--- config.mk ---
export PLATFORM = sky130hd
export DESIGN_NAME = button_gesture_classifier
export DESIGN_NICKNAME = d
export VERILOG_FILES = /design/src/rtl/bgc_pkg.sv /design/src/rtl/button_gesture_classifier.sv
export SDC_FILE = /design/constraint.sdc
export NUM_CORES = 1
export LEC_CHECK = 0
export ABC_CLOCK_PERIOD_IN_PS = 11580
export BUFFER_PORTS_ARGS = -buffer_cell sky130_fd_sc_hd__buf_4
export CAP_MARGIN = 30
export CORE_ASPECT_RATIO = 0.8
export CORE_MARGIN = 4
export CORE_UTILIZATION = 43
export CTS_CLUSTER_DIAMETER = 30
export CTS_CLUSTER_SIZE = 25
export DETAILED_ROUTE_END_ITERATION = 16
export SYNTH_ARGS = -nofsm -noshare
export SYNTH_HDL_FRONTEND = slang
export SYNTH_SLANG_ARGS = --single-unit
--- constraint.sdc ---
create_clock -name i_clk -period 11.58 [get_ports i_clk]
set_input_delay 0.579 -clock i_clk [delete_from_list [all_inputs] [get_ports i_clk]]
set_output_delay 0.579 -clock i_clk [all_outputs]
set_load 0.01 [all_outputs]
--- src/rtl/bgc_pkg.sv ---
`timescale 1ns / 1ps

package bgc_pkg;

    // width of the wrapping millisecond timer; all time math wraps at this width
    localparam int TIME_BITS = 32;
    localparam int CFG_BITS  = 16;
    localparam int IDX_BITS  = 2;
    // pin level plus timestamp, padded to whole bytes
    localparam int IN_BITS   = ((TIME_BITS + 1 + 7) / 8) * 8;
    localparam int OUT_BITS  = 8;

    typedef logic [TIME_BITS-1:0] t_time;
    typedef logic [CFG_BITS-1:0]  t_cfg;

    typedef enum logic [IDX_BITS-1:0] {
        REG_DEBOUNCE = 2'd0,
        REG_WAIT     = 2'd1,
        REG_SHORT    = 2'd2
    } t_reg_idx;

    typedef enum logic [3:0] {
        EV_NONE   = 4'd0,
        EV_SINGLE = 4'd1,
        EV_DOUBLE = 4'd2,
        EV_TRIPLE = 4'd3,
        EV_LONG1  = 4'd4,
        EV_LONG2  = 4'd5,
        EV_LONG3  = 4'd6,
        EV_OTHER  = 4'd7,
        EV_HOLD   = 4'd8
    } t_event;

    // extend the running pattern by one press of the given kind
    function automatic t_event next_pattern(input t_event ev, input logic is_short);
        t_event res;
        res = EV_OTHER;
        if (is_short) begin
            if (ev == EV_NONE)        res = EV_SINGLE;
            else if (ev == EV_SINGLE) res = EV_DOUBLE;
            else if (ev == EV_DOUBLE) res = EV_TRIPLE;
        end else begin
            if (ev == EV_NONE)        res = EV_LONG1;
            else if (ev == EV_LONG1)  res = EV_LONG2;
            else if (ev == EV_LONG2)  res = EV_LONG3;
        end
        return res;
    endfunction

endpackage

--- src/rtl/button_gesture_classifier.sv ---
`timescale 1ns / 1ps

// Button gesture classifier. Each input word is one poll of an active-low push
// button: the raw pin level and a free-running millisecond timestamp that wraps
// at 2^32. Edges are debounced by a lockout of debounce_ms since the last
// accepted edge. Released presses are classed short (duration <= short_press_ms)
// or long, and successive presses build single/double/triple click or long-press
// patterns (anything else becomes "other"). A press held longer than wait_ms
// reports hold on every poll, and its release reports nothing and drops the
// pattern. Once more than wait_ms has passed since the last release the pattern
// is reported once. Timestamp 0 is the "no press / nothing pending" marker, so a
// press starting exactly at time 0 is ignored for classification. Every input
// word yields exactly one output word carrying the debounced state and the event
// code. Results are registered in the output register, or in the skid entry while it
// stalls; one word is taken per cycle while input ready is high. The whole update is
// a few parallel 32-bit subtract/compares feeding the state registers. This two-entry
// output stage keeps input ready high while one result waits. Configuration must be
// written through the plain write port only while no word is in flight, unchecked by the block.
module button_gesture_classifier (
    input  logic                      i_clk,
    input  logic                      i_rst_n,
    // configuration write port
    input  logic                      i_cfg_we,
    input  logic [bgc_pkg::IDX_BITS-1:0] i_cfg_addr,
    input  logic [bgc_pkg::CFG_BITS-1:0] i_cfg_wdata,
    // input words
    input  logic                      i_s_axis_tvalid,
    output logic                      o_s_axis_tready,
    input  logic [bgc_pkg::IN_BITS-1:0]  i_s_axis_tdata,  // [0] pin_level, [32:1] now_ms
    // result words
    output logic                      o_m_axis_tvalid,
    input  logic                      i_m_axis_tready,
    output logic [bgc_pkg::OUT_BITS-1:0] o_m_axis_tdata   // [0] is_pressed, [4:1] event_code
);
    import bgc_pkg::*;

    // configuration registers
    t_cfg   r_debounce;
    t_cfg   r_wait;
    t_cfg   r_short;

    // classifier state
    logic   r_pressed,    n_pressed;
    t_time  r_last_edge,  n_last_edge;
    t_time  r_press_start, n_press_start;
    t_time  r_trigger,    n_trigger;
    t_event r_pending,    n_pending;

    // output stage
    logic                r_out_valid;
    logic [OUT_BITS-1:0] r_out_data;
    logic                r_skid_valid;
    logic [OUT_BITS-1:0] r_skid_data;

    logic   in_accept;
    logic   out_take;
    logic   level_high;
    t_time  now;
    t_time  el_edge;
    t_time  el_press;
    t_time  el_trig;
    logic   edge_ok;
    logic   rel_edge;
    logic   press_edge;
    logic   released;
    logic   hold_now;
    t_event ev_out;
    logic [OUT_BITS-1:0] res_data;

    assign o_s_axis_tready = !r_skid_valid;
    assign in_accept       = i_s_axis_tvalid && o_s_axis_tready;
    assign out_take        = r_out_valid && i_m_axis_tready;
    assign o_m_axis_tvalid = r_out_valid;
    assign o_m_axis_tdata  = r_out_data;

    assign level_high = i_s_axis_tdata[0];
    assign now        = i_s_axis_tdata[TIME_BITS:1];

    // wrapping elapsed times, all in parallel
    assign el_edge  = now - r_last_edge;
    assign el_press = now - r_press_start;
    assign el_trig  = now - r_trigger;

    assign edge_ok    = el_edge > t_time'(r_debounce);
    assign rel_edge   = r_pressed && level_high && edge_ok;
    assign press_edge = !r_pressed && !level_high && edge_ok;
    // a release only ends a press that has a valid start time
    assign released   = rel_edge && (r_press_start != '0);
    // hold: still pressed with no edge this poll and held past wait_ms
    assign hold_now   = !rel_edge && !press_edge && (r_press_start != '0)
                        && (el_press > t_time'(r_wait));

    always_comb begin
        n_pressed     = r_pressed;
        n_last_edge   = r_last_edge;
        n_press_start = r_press_start;
        n_trigger     = r_trigger;
        n_pending     = r_pending;
        ev_out        = EV_NONE;

        if (rel_edge) begin
            n_pressed     = 1'b0;
            n_last_edge   = now;
            n_press_start = '0;
        end else if (press_edge) begin
            n_pressed     = 1'b1;
            n_last_edge   = now;
            n_press_start = now;
        end

        priority if (hold_now) begin
            n_pending = EV_HOLD;
            ev_out    = EV_HOLD;
        end else if (released) begin
            if (r_pending == EV_HOLD) begin
                // release after a hold drops the pattern
                n_pending = EV_NONE;
                n_trigger = '0;
            end else begin
                // trigger restarts now, so no idle report this poll
                n_trigger = now;
                n_pending = next_pattern(r_pending, el_press <= t_time'(r_short));
            end
        end else if ((r_trigger != '0) && (el_trig > t_time'(r_wait))) begin
            // idle long enough since last release: report the pattern
            ev_out    = r_pending;
            n_pending = EV_NONE;
            n_trigger = '0;
        end
    end

    assign res_data = {3'b000, ev_out, n_pressed};

    // configuration writes
    always_ff @(posedge i_clk) begin
        if (!i_rst_n) begin
            r_debounce <= t_cfg'(50);
            r_wait     <= t_cfg'(500);
            r_short    <= t_cfg'(300);
        end else if (i_cfg_we) begin
            unique case (i_cfg_addr)
                REG_DEBOUNCE: r_debounce <= i_cfg_wdata;
                REG_WAIT:     r_wait     <= i_cfg_wdata;
                REG_SHORT:    r_short    <= i_cfg_wdata;
                default: ;  // unused index, ignored
            endcase
        end
    end

    // classifier state, updated once per accepted word
    always_ff @(posedge i_clk) begin
        if (!i_rst_n) begin
            r_pressed     <= 1'b0;
            r_last_edge   <= '0;
            r_press_start <= '0;
            r_trigger     <= '0;
            r_pending     <= EV_NONE;
        end else if (in_accept) begin
            r_pressed     <= n_pressed;
            r_last_edge   <= n_last_edge;
            r_press_start <= n_press_start;
            r_trigger     <= n_trigger;
            r_pending     <= n_pending;
        end
    end

    // output register plus skid entry
    always_ff @(posedge i_clk) begin
        if (!i_rst_n) begin
            r_out_valid  <= 1'b0;
            r_skid_valid <= 1'b0;
        end else begin
            if (!r_out_valid || out_take) begin
                if (r_skid_valid) begin
                    r_out_valid  <= 1'b1;
                    r_skid_valid <= 1'b0;
                end else begin
                    r_out_valid  <= in_accept;
                end
            end else if (in_accept) begin
                r_skid_valid <= 1'b1;
            end
        end
    end

    always_ff @(posedge i_clk) begin
        if (!r_out_valid || out_take) begin
            if (r_skid_valid) begin
                r_out_data <= r_skid_data;
            end else if (in_accept) begin
                r_out_data <= res_data;
            end
        end else if (in_accept) begin
            r_skid_data <= res_data;
        end
    end

endmodule

==> reports/results.tsv <==
stage	metric	value	unit
route	Routed WL	42900	um
critical_path	WS Path Type	reg -> reg	
global_routing	met3 Use GR	0.0383	
route	DR WL/cell	18.5	um
global_routing	initial antenna violation count	0	
place	IO Port Bufs	62	
sta	Finish-stage setup viols	0	
sta	RSZ-0062 raised after global routing	no	
die	Core ar.	31800	sq um
critical_path	crit end category	flip-flop	
logic_synthesis	Syn Inst Count	1879	
die	die area	35600	sq um
logic_synthesis	main combinational cell family by area after synthesis	compound AO/OA/AOI/OAI gates	
route	Pre-Repair DR Iteration Count	6	
power_and_ir_drop	combinational share of power	0.325	
cells_and_area	Layout Cells excl Fill	2318	
power_and_ir_drop	sw frac	0.366	
place	cell total after placement	2286	
cells_and_area	Final #Nets	2108	
die	Die Wd	210	um
power_and_ir_drop	Clock power frac	0.328	
sta	worst slew pin tran	0.983	ns
clocking	hold_buf cts	0	
logic_synthesis	Compound-Gate Fraction of Synth Area	0.234	
logic_synthesis	most frequent cells after synthesis	nand2_1, a21oi_1, inv_1, ha_1, dfxtp_1	
logic_synthesis	synthesized area	14000	sq um
logic_synthesis	Post-Synth XOR/XNOR Area	0.0375	
logic_synthesis	post-synth top area cell	dfxtp_1	
clocking	largest buffer count on any clock path	2	
logic_synthesis	top area cells in the synthesized netlist	dfxtp_1, ha_1, nand2_1	
global_routing	total global-route track usage	0.236	
sta	period utilization	0.574	
route	antenna-violating nets left	0	
logic_synthesis	mean post-synth cell area	7.46	sq um
power_and_ir_drop	Leakage	6.05	nW
clocking	CTS Buf Count	17	
cells_and_area	share of cells above drive strength 1	0.0690	
logic_synthesis	Post-synth EDFFs	10	
sta	Clock Skew	0.0130	ns
run	Max-Cap Viols	0	
cells_and_area	P&R area growth vs syn	9.06	%
cells_and_area	Final Core Density	0.481	
logic_synthesis	sequential element share of the synthesized area	0.237	
logic_synthesis	Synth Flop Type	dfxtp_1	
clocking	CTS H-tree lvls	4	
power_and_ir_drop	maximum vdd drop	0.0000726	V
clocking	TritonCTS clock tree	built	
worst_hold_path	Worst Hold Class	in -> reg	
clocking	quantity of gates resized following cts	0	
sta	Highest Clock Rate	0.151	GHz
route	vias	13600	
global_routing	total grt overflow	0	
global_routing	largest net degree at the start of global routing	67	
clocking	Worst-Skew Late Latency	0.46	ns
clocking	setup repair bufs after CTS	0	
die	die height	170	um
route	vias per cell	5.85	
global_routing	global-route wire length before repair	68000	um
global_routing	vias in the first global route	12500	
logic_synthesis	adder-cell area share of the yosys netlist	0.144	
critical_path	maximum fanout along the worst path	32	
critical_path	Setup crit start kind	flip-flop	
logic_synthesis	synthesized flop and latch total	161	
place	routability cong.	0.954	
logic_synthesis	Synth top area share	0.216	
critical_path	Critical Path AT	7.01	ns
global_routing	GR Util met2	0.358	
route	# DRC	0	
sta	min Tclk post-route	6.64	ns
logic_synthesis	post-synthesis simple-gate area fraction	0.225	
clocking	clock sinks	161	
sta	Slew Limit Headroom	0.342	
route	DRT iter0 DRCs	1133	
global_routing	grt peak-use layer	met2	
power_and_ir_drop	Net Sw Power	0.000625	W
cells_and_area	number of fill cells	3207	
clocking	Worst-path clk slew	0.08	ns
sta	final slew viol count	0	
die	Initial Util	0.441	
power_and_ir_drop	internal power	0.00108	W
place	DP HPWL	33800	um
die	# IOs	73	
global_routing	met1 Track Usage GR	0.350	
cells_and_area	ANT cells	0	
critical_path	CP required	11.95	ns
die	Rows	58	
logic_synthesis	fraction of registers with async set/reset	0	
logic_synthesis	post-synth cell types	78	
logic_synthesis	synth warn	0	
clocking	Root Driver	clkbuf_16	
power_and_ir_drop	pwr dens	112	nW/um^2
logic_synthesis	mux cell area share after synthesis	0.0508	
outcome	outcome	completed	
logic_synthesis	count leader, synth	nand2_1	
sta	Final Hold Vio Count	0	
power_and_ir_drop	sequential group share of total power	0.348	
sta	total negative slack	0	ns
critical path, stage by stage, from the launching register on:
cell	delay [ns]
dfxtp_1	0.38
inv_1	0.06
ha_1	0.26
nor2b_1	0.19
o2111ai_1	0.21
a2111oi_0	0.89
nor2_1	0.26
xnor2_1	0.30
ha_1	0.29
and4_1	0.21
and3_1	0.17
a221oi_1	0.29
nand3_1	0.18
a2111oi_0	0.46
o2111a_1	0.29
nand4_1	0.16
nor4_4	0.71
o22ai_1	0.36
nand3_4	0.56
mux2i_1	0.27
cell usage in the layout, fill, tap and decap left out, types with 6 or more instances in the layout:
| cell type | netlist | final |
|---|---|---|
| and2_1 | 11 | 11 |
| nor2_1 | 108 | 108 |
| inv_1 | 170 | 169 |
| o31ai_1 | 10 | 10 |
| nor3_1 | 33 | 32 |
| a211oi_1 | 19 | 19 |
| o2111ai_1 | 7 | 7 |
| or2_2 | 8 | 8 |
| a21boi_0 | 6 | 6 |
| mux2i_1 | 70 | 70 |
| a221oi_1 | 7 | 7 |
| o21ai_0 | 72 | 72 |
| and3_1 | 9 | 9 |
| nor4_1 | 35 | 33 |
| nand2b_1 | 46 | 46 |
| a31oi_1 | 10 | 10 |
| a21oi_1 | 201 | 201 |
| or3_1 | 12 | 12 |
| nand4_1 | 47 | 47 |
| o211ai_1 | 37 | 37 |
| a21o_1 | 42 | 42 |
| o22ai_1 | 6 | 6 |
| o21a_1 | 26 | 26 |
| nor2b_1 | 15 | 15 |
| clkbuf_16 | 0 | 17 |
| ha_1 | 157 | 157 |
| xnor2_1 | 35 | 35 |
| o211a_1 | 6 | 6 |
| edfxtp_1 | 10 | 10 |
| nand3_1 | 33 | 33 |
| dfxtp_1 | 151 | 151 |
| xor2_1 | 25 | 25 |
| o21bai_1 | 8 | 8 |
| nand2_1 | 279 | 279 |
| buf_4 | 3 | 68 |
cell families (layout without fill, tap and decap cells):
family | count (synthesis) | in the layout
buf+inv | 253 | 270
other cells | 1 | 3
fa+ha+maj | 160 | 160
compound gates | 513 | 513
simple gates | 660 | 660
mux | 71 | 71
xor+xnor | 60 | 60
flops | 161 | 161
stage by stage:
step	total power [W]	setup slack [ns]	area (sq um)	hold slack, ns
after CTS	0.00171	5.05	15300	0.352
after global routing	0.00181	4.53	15300	0.375
after detailed placement	0.00115	4.76	14700	0.449
after floorplan	0.000996	6.35	14000	0.436
after global placement	0.00114	4.88	14700	0.444
final	0.00171	4.94	15300	0.370
power by group through the flow:
| stage | Clock [W] | Sequential, W | Combinational, W |
|---|---|---|---|
| floorplan | 0 | 0.000602 | 0.000393 |
| global placement | 0 | 0.000605 | 0.000534 |
| detailed placement | 0 | 0.000605 | 0.000544 |
| CTS | 0.000574 | 0.000593 | 0.000547 |
| global route | 0.000594 | 0.000595 | 0.000617 |
| finish | 0.000559 | 0.000593 | 0.000554 |
registers in the layout (all words and copies together) (netlist names), 4 cells and up:
register	count
r_wait	16
r_press_start	32
r_short	16
r_debounce	16
r_last_edge	32
o_m_axis_tdata	5
r_trigger	32
r_skid_data	5
r_pending	4
per-layer routing:
| layer | up-vias | share of wire |
|---|---|---|
| li1 | 6722 | - |
| met1 | 6377 | 0.49 |
| met2 | 419 | 0.42 |
| met3 | 51 | 0.064 |
| met4 | 0 | 0.019 |
| met5 | - | 0 |
final timing paths:
| check | from | to | slack [ns] | cells after the start |
|---|---|---|---|---|
| setup / recovery | r_last_edge[1]$_SDFFE_PN0P_ | r_trigger[3]$_SDFFE_PN0P_ | 4.94 | 19 |
| hold / removal | i_cfg_wdata[2] | r_wait[2]$_SDFFE_PN1P_ | 0.37 | 3 |
| setup reg to reg | r_last_edge[1]$_SDFFE_PN0P_ | r_trigger[3]$_SDFFE_PN0P_ | 4.94 | 19 |
| hold reg to reg | r_short[4]$_SDFFE_PN0P_ | r_short[4]$_SDFFE_PN0P_ | 0.46 | 2 |
cell type report:
class | instances | area (sq um) | area share
inverters | 170 | 639 | 0.0418
flip-flops and latches | 161 | 3320 | 0.217
well taps | 420 | 526 | 0.0344
multi-input cells | 1467 | 9730 | 0.636
clock inverters | 15 | 138 | 0.00900
clock buffers | 17 | 425 | 0.0278
repair buffers | 68 | 510 | 0.0334
No activity file was read; power rests on OpenSTA's default activity.
